## src/sv/wfa_pkg.sv

```systemverilog
// ----------------------------------------------------------------------------
// Worst-fit allocator package
// Shared constants, word types, state encoding and the control/status
// bundles that pass between the controller and the datapath.
// ----------------------------------------------------------------------------
package wfa_pkg;

    localparam int MAX_BLOCKS_DEF = 16;
    localparam int SIZE_WIDTH_DEF = 16;

    typedef enum logic [1:0] {
        ST_ALLOCATED     = 2'd0,
        ST_NOT_ALLOCATED = 2'd1,
        ST_LOADED        = 2'd2,
        ST_FULL          = 2'd3
    } status_t;

    typedef enum logic {
        OP_LOAD    = 1'b0,
        OP_REQUEST = 1'b1
    } op_t;

    typedef struct packed {
        logic        op;
        logic [15:0] amount;
    } req_word_t;

    typedef struct packed {
        logic [1:0]  status;
        logic [3:0]  block_index;
        logic [15:0] left_over;
    } rsp_word_t;

    typedef enum logic [2:0] {
        S_IDLE,
        S_LOAD,
        S_SCAN,
        S_DRAIN,
        S_DECIDE
    } state_t;

    typedef struct packed {
        logic capture;      // latch the incoming word and restart the scan
        logic rd_issue;     // read the next table entry
        logic finish_load;  // store a block and write the load result
        logic finish_req;   // commit the allocation and write its result
    } ctrl_cmd_t;

    typedef struct packed {
        logic count_zero;
        logic scan_last;
        logic out_free;
    } ctrl_sts_t;

endpackage

```

## src/sv/wfa_ctrl.sv

```systemverilog
// ----------------------------------------------------------------------------
// Worst-fit allocator controller
// Sequences one word at a time: load, or for a request a scan of the table
// (skipped when it is empty) followed by the allocation decision, each result waiting for a free output register.
// ----------------------------------------------------------------------------
module wfa_ctrl (
    input  logic               clk,
    input  logic               rst_n,
    input  logic               req_valid,
    input  logic               req_op,
    output logic               req_stall,
    input  wfa_pkg::ctrl_sts_t sts,
    output wfa_pkg::ctrl_cmd_t cmd
);

    wfa_pkg::state_t state_reg;
    wfa_pkg::state_t state_next;

    always_ff @(posedge clk or negedge rst_n)
    begin
        if (!rst_n)
        begin
            state_reg <= wfa_pkg::S_IDLE;
        end
        else
        begin
            state_reg <= state_next;
        end
    end

    always_comb
    begin
        state_next = state_reg;
        cmd        = '0;
        req_stall  = 1'b1;
        case (state_reg)
            wfa_pkg::S_IDLE:
            begin
                req_stall = 1'b0;
                if (req_valid)
                begin
                    cmd.capture = 1'b1;
                    if (req_op == wfa_pkg::OP_LOAD)
                    begin
                        state_next = wfa_pkg::S_LOAD;
                    end
                    else if (sts.count_zero)
                    begin
                        state_next = wfa_pkg::S_DECIDE;
                    end
                    else
                    begin
                        state_next = wfa_pkg::S_SCAN;
                    end
                end
            end
            wfa_pkg::S_LOAD:
            begin
                if (sts.out_free)
                begin
                    cmd.finish_load = 1'b1;
                    state_next      = wfa_pkg::S_IDLE;
                end
            end
            wfa_pkg::S_SCAN:
            begin
                cmd.rd_issue = 1'b1;
                if (sts.scan_last)
                begin
                    state_next = wfa_pkg::S_DRAIN;
                end
            end
            wfa_pkg::S_DRAIN:
            begin
                // The last entry read is compared in this cycle.
                state_next = wfa_pkg::S_DECIDE;
            end
            wfa_pkg::S_DECIDE:
            begin
                if (sts.out_free)
                begin
                    cmd.finish_req = 1'b1;
                    state_next     = wfa_pkg::S_IDLE;
                end
            end
            default:
            begin
                state_next = wfa_pkg::S_IDLE;
            end
        endcase
    end

endmodule

```

## src/sv/wfa_dp.sv

```systemverilog
// ----------------------------------------------------------------------------
// Worst-fit allocator datapath
// Block size table, fill count, largest-block scan and the output register.
// ----------------------------------------------------------------------------
module wfa_dp #(
    parameter int MAX_BLOCKS = wfa_pkg::MAX_BLOCKS_DEF,
    parameter int SIZE_WIDTH = wfa_pkg::SIZE_WIDTH_DEF
) (
    input  logic               clk,
    input  logic               rst_n,
    input  wfa_pkg::req_word_t req_word,
    input  wfa_pkg::ctrl_cmd_t cmd,
    output wfa_pkg::ctrl_sts_t sts,
    output logic               rsp_valid,
    input  logic               rsp_stall,
    output wfa_pkg::rsp_word_t rsp_word
);

    localparam int IDX_W = $clog2(MAX_BLOCKS);
    localparam int CNT_W = $clog2(MAX_BLOCKS + 1);

    logic [SIZE_WIDTH-1:0] mem [MAX_BLOCKS];

    logic [CNT_W-1:0]      count_reg;
    logic [CNT_W-1:0]      rd_ptr_reg;
    logic                  rd_vld_reg;
    logic                  out_valid_reg;

    logic [SIZE_WIDTH-1:0] amt_reg;
    logic [SIZE_WIDTH-1:0] rd_data_reg;
    logic [IDX_W-1:0]      rd_idx_reg;
    logic [SIZE_WIDTH-1:0] best_size_reg;
    logic [IDX_W-1:0]      best_idx_reg;
    wfa_pkg::rsp_word_t    out_word_reg;

    logic [31:0]           amt_wide;
    logic [SIZE_WIDTH-1:0] amt_in;
    logic                  full;
    logic                  fits;
    logic [SIZE_WIDTH-1:0] remainder;
    logic [31:0]           rem_wide;
    logic [31:0]           amt_reg_wide;
    logic [31:0]           load_idx_wide;
    logic [31:0]           best_idx_wide;
    logic                  mem_we;
    logic [IDX_W-1:0]      mem_waddr;
    logic [SIZE_WIDTH-1:0] mem_wdata;

    assign amt_wide      = 32'(req_word.amount);
    assign amt_in        = amt_wide[SIZE_WIDTH-1:0];
    assign full          = (count_reg == CNT_W'(MAX_BLOCKS));
    assign fits          = (count_reg != '0) && (amt_reg <= best_size_reg);
    assign remainder     = best_size_reg - amt_reg;
    assign rem_wide      = 32'(remainder);
    assign amt_reg_wide  = 32'(amt_reg);
    assign load_idx_wide = 32'(count_reg);
    assign best_idx_wide = 32'(best_idx_reg);

    assign sts.count_zero = (count_reg == '0);
    assign sts.scan_last  = (rd_ptr_reg == count_reg - CNT_W'(1));
    assign sts.out_free   = !out_valid_reg || !rsp_stall;

    assign mem_we    = (cmd.finish_load && !full) || (cmd.finish_req && fits);
    assign mem_waddr = cmd.finish_load ? count_reg[IDX_W-1:0] : best_idx_reg;
    assign mem_wdata = cmd.finish_load ? amt_reg : remainder;

    always_ff @(posedge clk)
    begin
        if (mem_we)
        begin
            mem[mem_waddr] <= mem_wdata;
        end
        if (cmd.rd_issue)
        begin
            rd_data_reg <= mem[rd_ptr_reg[IDX_W-1:0]];
            rd_idx_reg  <= rd_ptr_reg[IDX_W-1:0];
        end
    end

    always_ff @(posedge clk or negedge rst_n)
    begin
        if (!rst_n)
        begin
            count_reg     <= '0;
            rd_ptr_reg    <= '0;
            rd_vld_reg    <= 1'b0;
            out_valid_reg <= 1'b0;
        end
        else
        begin
            rd_vld_reg <= cmd.rd_issue;
            if (cmd.capture)
            begin
                rd_ptr_reg <= '0;
            end
            else if (cmd.rd_issue)
            begin
                rd_ptr_reg <= rd_ptr_reg + CNT_W'(1);
            end
            if (cmd.finish_load && !full)
            begin
                count_reg <= count_reg + CNT_W'(1);
            end
            if (cmd.finish_load || cmd.finish_req)
            begin
                out_valid_reg <= 1'b1;
            end
            else if (!rsp_stall)
            begin
                out_valid_reg <= 1'b0;
            end
        end
    end

    always_ff @(posedge clk)
    begin
        if (cmd.capture)
        begin
            amt_reg <= amt_in;
        end
        // The first entry seeds the running maximum; a strict compare keeps
        // the lowest index on a tie.
        if (rd_vld_reg && ((rd_idx_reg == '0) || (rd_data_reg > best_size_reg)))
        begin
            best_size_reg <= rd_data_reg;
            best_idx_reg  <= rd_idx_reg;
        end
        if (cmd.finish_load)
        begin
            if (full)
            begin
                out_word_reg.status      <= wfa_pkg::ST_FULL;
                out_word_reg.block_index <= '0;
                out_word_reg.left_over   <= '0;
            end
            else
            begin
                out_word_reg.status      <= wfa_pkg::ST_LOADED;
                out_word_reg.block_index <= load_idx_wide[3:0];
                out_word_reg.left_over   <= amt_reg_wide[15:0];
            end
        end
        else if (cmd.finish_req)
        begin
            if (fits)
            begin
                out_word_reg.status      <= wfa_pkg::ST_ALLOCATED;
                out_word_reg.block_index <= best_idx_wide[3:0];
                out_word_reg.left_over   <= rem_wide[15:0];
            end
            else
            begin
                out_word_reg.status      <= wfa_pkg::ST_NOT_ALLOCATED;
                out_word_reg.block_index <= '0;
                out_word_reg.left_over   <= '0;
            end
        end
    end

    assign rsp_valid = out_valid_reg;
    assign rsp_word  = out_word_reg;

endmodule

```

## src/sv/worst_fit_block_allocator.sv

```systemverilog
// ----------------------------------------------------------------------------
// Worst-fit block allocator
// Load word: stored and its result written once the output register is free.
// Request word: a scan of the size table, one entry per cycle and skipped when
// empty, then the allocation decision. One word is in work at a time; the next
// is taken while a result waits. Reset empties the table and output register.
// ----------------------------------------------------------------------------
module worst_fit_block_allocator #(
    parameter int MAX_BLOCKS = wfa_pkg::MAX_BLOCKS_DEF,
    parameter int SIZE_WIDTH = wfa_pkg::SIZE_WIDTH_DEF
) (
    input  logic               clk,
    input  logic               rst_n,
    input  logic               req_valid,
    output logic               req_stall,
    input  wfa_pkg::req_word_t req_word,
    output logic               rsp_valid,
    input  logic               rsp_stall,
    output wfa_pkg::rsp_word_t rsp_word
);

    wfa_pkg::ctrl_cmd_t cmd;
    wfa_pkg::ctrl_sts_t sts;

    wfa_ctrl u_ctrl (
        .clk       (clk),
        .rst_n     (rst_n),
        .req_valid (req_valid),
        .req_op    (req_word.op),
        .req_stall (req_stall),
        .sts       (sts),
        .cmd       (cmd)
    );

    wfa_dp #(
        .MAX_BLOCKS (MAX_BLOCKS),
        .SIZE_WIDTH (SIZE_WIDTH)
    ) u_dp (
        .clk       (clk),
        .rst_n     (rst_n),
        .req_word  (req_word),
        .cmd       (cmd),
        .sts       (sts),
        .rsp_valid (rsp_valid),
        .rsp_stall (rsp_stall),
        .rsp_word  (rsp_word)
    );

    // A word taken in leaves the block busy, so it stalls before it takes another word.
    assert property (@(posedge clk) disable iff (!rst_n)
        (req_valid && !req_stall) |=> req_stall)
        else $error("accepted a second word while busy");

    // A result is never written over one that is still stalled.
    assert property (@(posedge clk) disable iff (!rst_n)
        (cmd.finish_load || cmd.finish_req) |-> !(rsp_valid && rsp_stall))
        else $error("result register overwritten while stalled");

    // Refusals carry neither an index nor a size.
    assert property (@(posedge clk) disable iff (!rst_n)
        (rsp_valid && (rsp_word.status == wfa_pkg::ST_NOT_ALLOCATED ||
                       rsp_word.status == wfa_pkg::ST_FULL))
        |-> (rsp_word.block_index == '0 && rsp_word.left_over == '0))
        else $error("refused word carries index or size");

    // The scan runs only while a request is being worked on.
    assert property (@(posedge clk) disable iff (!rst_n)
        cmd.rd_issue |-> (req_stall && !cmd.finish_req && !cmd.finish_load))
        else $error("table read outside a request scan");

endmodule

```

## config.mk

```make
export PLATFORM = sky130hd
export DESIGN_NAME = worst_fit_block_allocator
export DESIGN_NICKNAME = d
export VERILOG_FILES = /design/src/sv/wfa_pkg.sv /design/src/sv/wfa_ctrl.sv /design/src/sv/wfa_dp.sv /design/src/sv/worst_fit_block_allocator.sv
export SDC_FILE = /design/constraint.sdc
export NUM_CORES = 1
export LEC_CHECK = 0
export BUFFER_PORTS_ARGS = -buffer_cell sky130_fd_sc_hd__buf_4
export CAP_MARGIN = 20
export CORE_MARGIN = 2
export CORE_UTILIZATION = 28
export DETAILED_ROUTE_END_ITERATION = 8
export PLACE_DENSITY = 0.47
export RECOVER_POWER = 25
export SETUP_SLACK_MARGIN = 0.05
export SLEW_MARGIN = 5
export SYNTH_ARGS = -nofsm -noshare
export SYNTH_HDL_FRONTEND = slang
export SYNTH_SLANG_ARGS = --single-unit
```

## constraint.sdc

```tcl
create_clock -name clk -period 7.1 [get_ports clk]
set_input_delay 0 -clock clk [delete_from_list [all_inputs] [get_ports clk]]
set_output_delay 0 -clock clk [all_outputs]
set_load 0.05 [all_outputs]
```

==> results.md <==
* RSZ-0062 raised after global routing: no
* NumNets Final at 986
* WL met3 at 1.42 mm
* Crit-path cells: clkbuf_1 -> mux4_2 -> mux4_2
* Fin crit period at 4.96 ns
* Multi-input gate area at 4070 µm²
* Clock Tree Buf Depth at 3
* Pwr/cell area at 428 nW/µm²
* Initial core utilization at 28.3%
* Max-cap violations at 6
* CTS tree: built
* Max reg flops at 256
* Worst r2r src: u_dp.rd_ptr_reg[1]
* Max IR drop VDD at 0.164 mV
* Yosys top cell by area: edfxtp_1
* Setup TNS at 0 ns
* Main synth FF type: edfxtp_1
* Total length of routed wires at 35.1 mm
* Final RePlAce weighted congestion at 0.863
* Top cell type's share of synthesized area at 67.8%
* Syn Nets at 889
* Fillers at 5055
* Slowest stage cell on the critical path: clkbuf_1
* Clock Skew at 0.0203 ns
* Biggest register: u_dp.mem
* CP arrival at 5.21 ns
* Synthesized area per cell at 17.8 µm²
* Tightest Pin Transition at 4.49 ns
* CP Capture Type: register
* FF/Latch Area at 10400 µm²
* WL per Instance at 21.3 µm
* Initial antenna violation count at 0
* Cell Rows at 84
* Relative slew slack at -199%
* Setup crit start kind: register
* Most common cell in the netlist: edfxtp_1
* Worst-skew pair later-pin latency at 0.56 ns
* Total CTS buffers at 40
* Overall Power at 7.44 mW
* Power share of the combinational group at 31.5%
* Crit-path leading delay family: buffers and inverters
* Worst setup startpoint: u_dp.rd_ptr_reg[1]
* Vias/cell at 4.71
* Switching part of the total at 33.6%
* Sw power at 2.50 mW
* Synth unique cells at 54
* Hold buffer count at cts at 22
* CTS Root Cell: clkbuf_16
* Clk sinks at 349
* Pre-CTS WS at 3.51 ns
* Area Growth Syn to Fin at 17.6%
* Internal Power at 4.94 mW
* Post-synth EDFFs at 334
* Die area at 54700 µm²
* Hold crit path type: input port to register
* Post-route antenna net violation count at 0
* Final worst setup slack at 2.14 ns
* Share of layout cells above drive strength 1 at 20.6%
* Total grt overflow at 0
* Async SR Flop Fraction at 4.30%
* Clk network pwr share at 26.9%
* First-pass GRT wire length at 52.5 mm
* Setup CP Type: register to register
* CP Data Required Time at 7.36 ns
* Synth top area cells: edfxtp_1 68%, mux4_2 12%, ha_1 3.0%
* Met2 routed WL at 16.5 mm
* Sequential group share of total power at 41.6%
* Outcome: complete, but fails checks
* Setup bufs post-CTS at 0
* Final hold vios at 0
* Chip height at 234 µm
* Synthesized flop and latch total at 349
* Antenna diodes at 0
* Clock Pin Slew Worst Setup and Hold Paths at 0.06 ns
* Via count at 7753
* H-tree Lvls at 2
* Pin count of the biggest net entering global routing at 70
* # setup viols final at 0
* Yosys warning count at 0
* Post-Syn Instances at 832
* Failing checks: capacitance limit, slew limit
* Starting DRT DRC Count at 591
* Max Clk Rate at 202 MHz
* Hold slack at 0.202 ns
* DP HPWL at 22.5 mm
* Static Leak at 5.74 nW
* Min-delay src: req_word[3]
* Final Cycle Share at 69.8%
* Most numerous cell on the critical path: mux4_2
* Die span in x at 234 µm
* Post-synth top cells: 334 x edfxtp_1, 80 x mux4_2, 49 x inv_1, 35 x ha_1, 35 x nor2_1
* DR DRC count at 0
* PostCTS Resize Cnt at 0
* Post-Syn Area at 14800 µm²
* Buf/Inv on CP at 1
* Slew Limit Fails at 183
* Vias in the first global route at 8140
* Port bufs at 44
* M1 WL at 16.3 mm
* Core outline area at 52300 µm²
* Drt first pass iters at 5
* CP max FO at 69
* Top Layer Used: met4
* Io pins at 45
* CP peak stage delay at 3.11 ns
* Seq/Total Area, Yosys at 70.3%
* Total track usage at 13.1%
kinds of logic after synthesis:
group / share of synthesized area (%)
flops: 70.3
simple gates: 4.35
compound gates: 5.35
mux: 12.9
buf+inv: 2.58
fa+ha+maj: 3.10
xor+xnor: 1.42
metal layers:
layer | up-vias | GRT usage (%)
met5 | - | 0
met4 | 0 | 4.25
met3 | 57 | 2.10
met2 | 172 | 21.1
met1 | 4011 | 18.1
li1 | 3513 | -
placed cells by master, fill, tap and decap left out, drive strengths merged, types with 10 or more instances in the layout:
cell / n
inv: 50
buf: 19
ha: 35
clkbuf: 101
clkinv: 15
o21ai: 25
nor3: 16
a21oi: 24
a31oi: 10
edfxtp: 334
xnor2: 14
dfrtp: 15
dlygate4sd3: 22
nor2: 35
mux4: 80
xor2: 10
nand2: 34
a21o: 11
path summary, 6_finish.rpt:
path	end	slack, ns	depth (start not counted)
max	u_dp.rd_data_reg[12]	2.14	3
min	u_dp.amt_reg[3]	0.20	2
max reg2reg	u_dp.rd_data_reg[12]	2.14	3
min reg2reg	u_dp.best_size_reg[7]	0.46	0
max in group asynchronous	u_dp.rd_ptr_reg[1]	5.95	3
min in group asynchronous	u_ctrl.state_reg[0]	0.62	3
stage by stage:
| stage | cell area [µm²] | instances | utilization [%] |
|---|---|---|---|
| 2_1_floorplan | 14800 | 832 | - |
| 3_3_place_gp | 16000 | 1551 | 30.6 |
| 3_5_place_dp | 16000 | 1552 | 30.7 |
| 4_1_cts | 17500 | 1645 | 33.5 |
| 5_1_grt | 17400 | 1646 | 33.2 |
| 6_report | 17400 | 1646 | 33.2 |
layout make-up:
type | instances | share of cell area, %
clock buffers | 51 | 6.05
flip-flops and latches | 349 | 59.8
multi-input cells | 398 | 23.4
inverters | 49 | 1.06
well taps | 688 | 4.95
clock inverters | 20 | 1.19
repair buffers | 91 | 3.55
power groups by stage:
stage                     clock network (mW)  registers (mW)  logic (mW)
final                                   2.00            3.10        2.34
after global routing                    2.13            3.13        2.55
after CTS                               2.06            3.10        2.40
after detailed placement                   0            3.14        2.38
after global placement                     0            3.13        2.37
after floorplan                            0            3.28        1.37
Power figures use the tool's default switching activity.
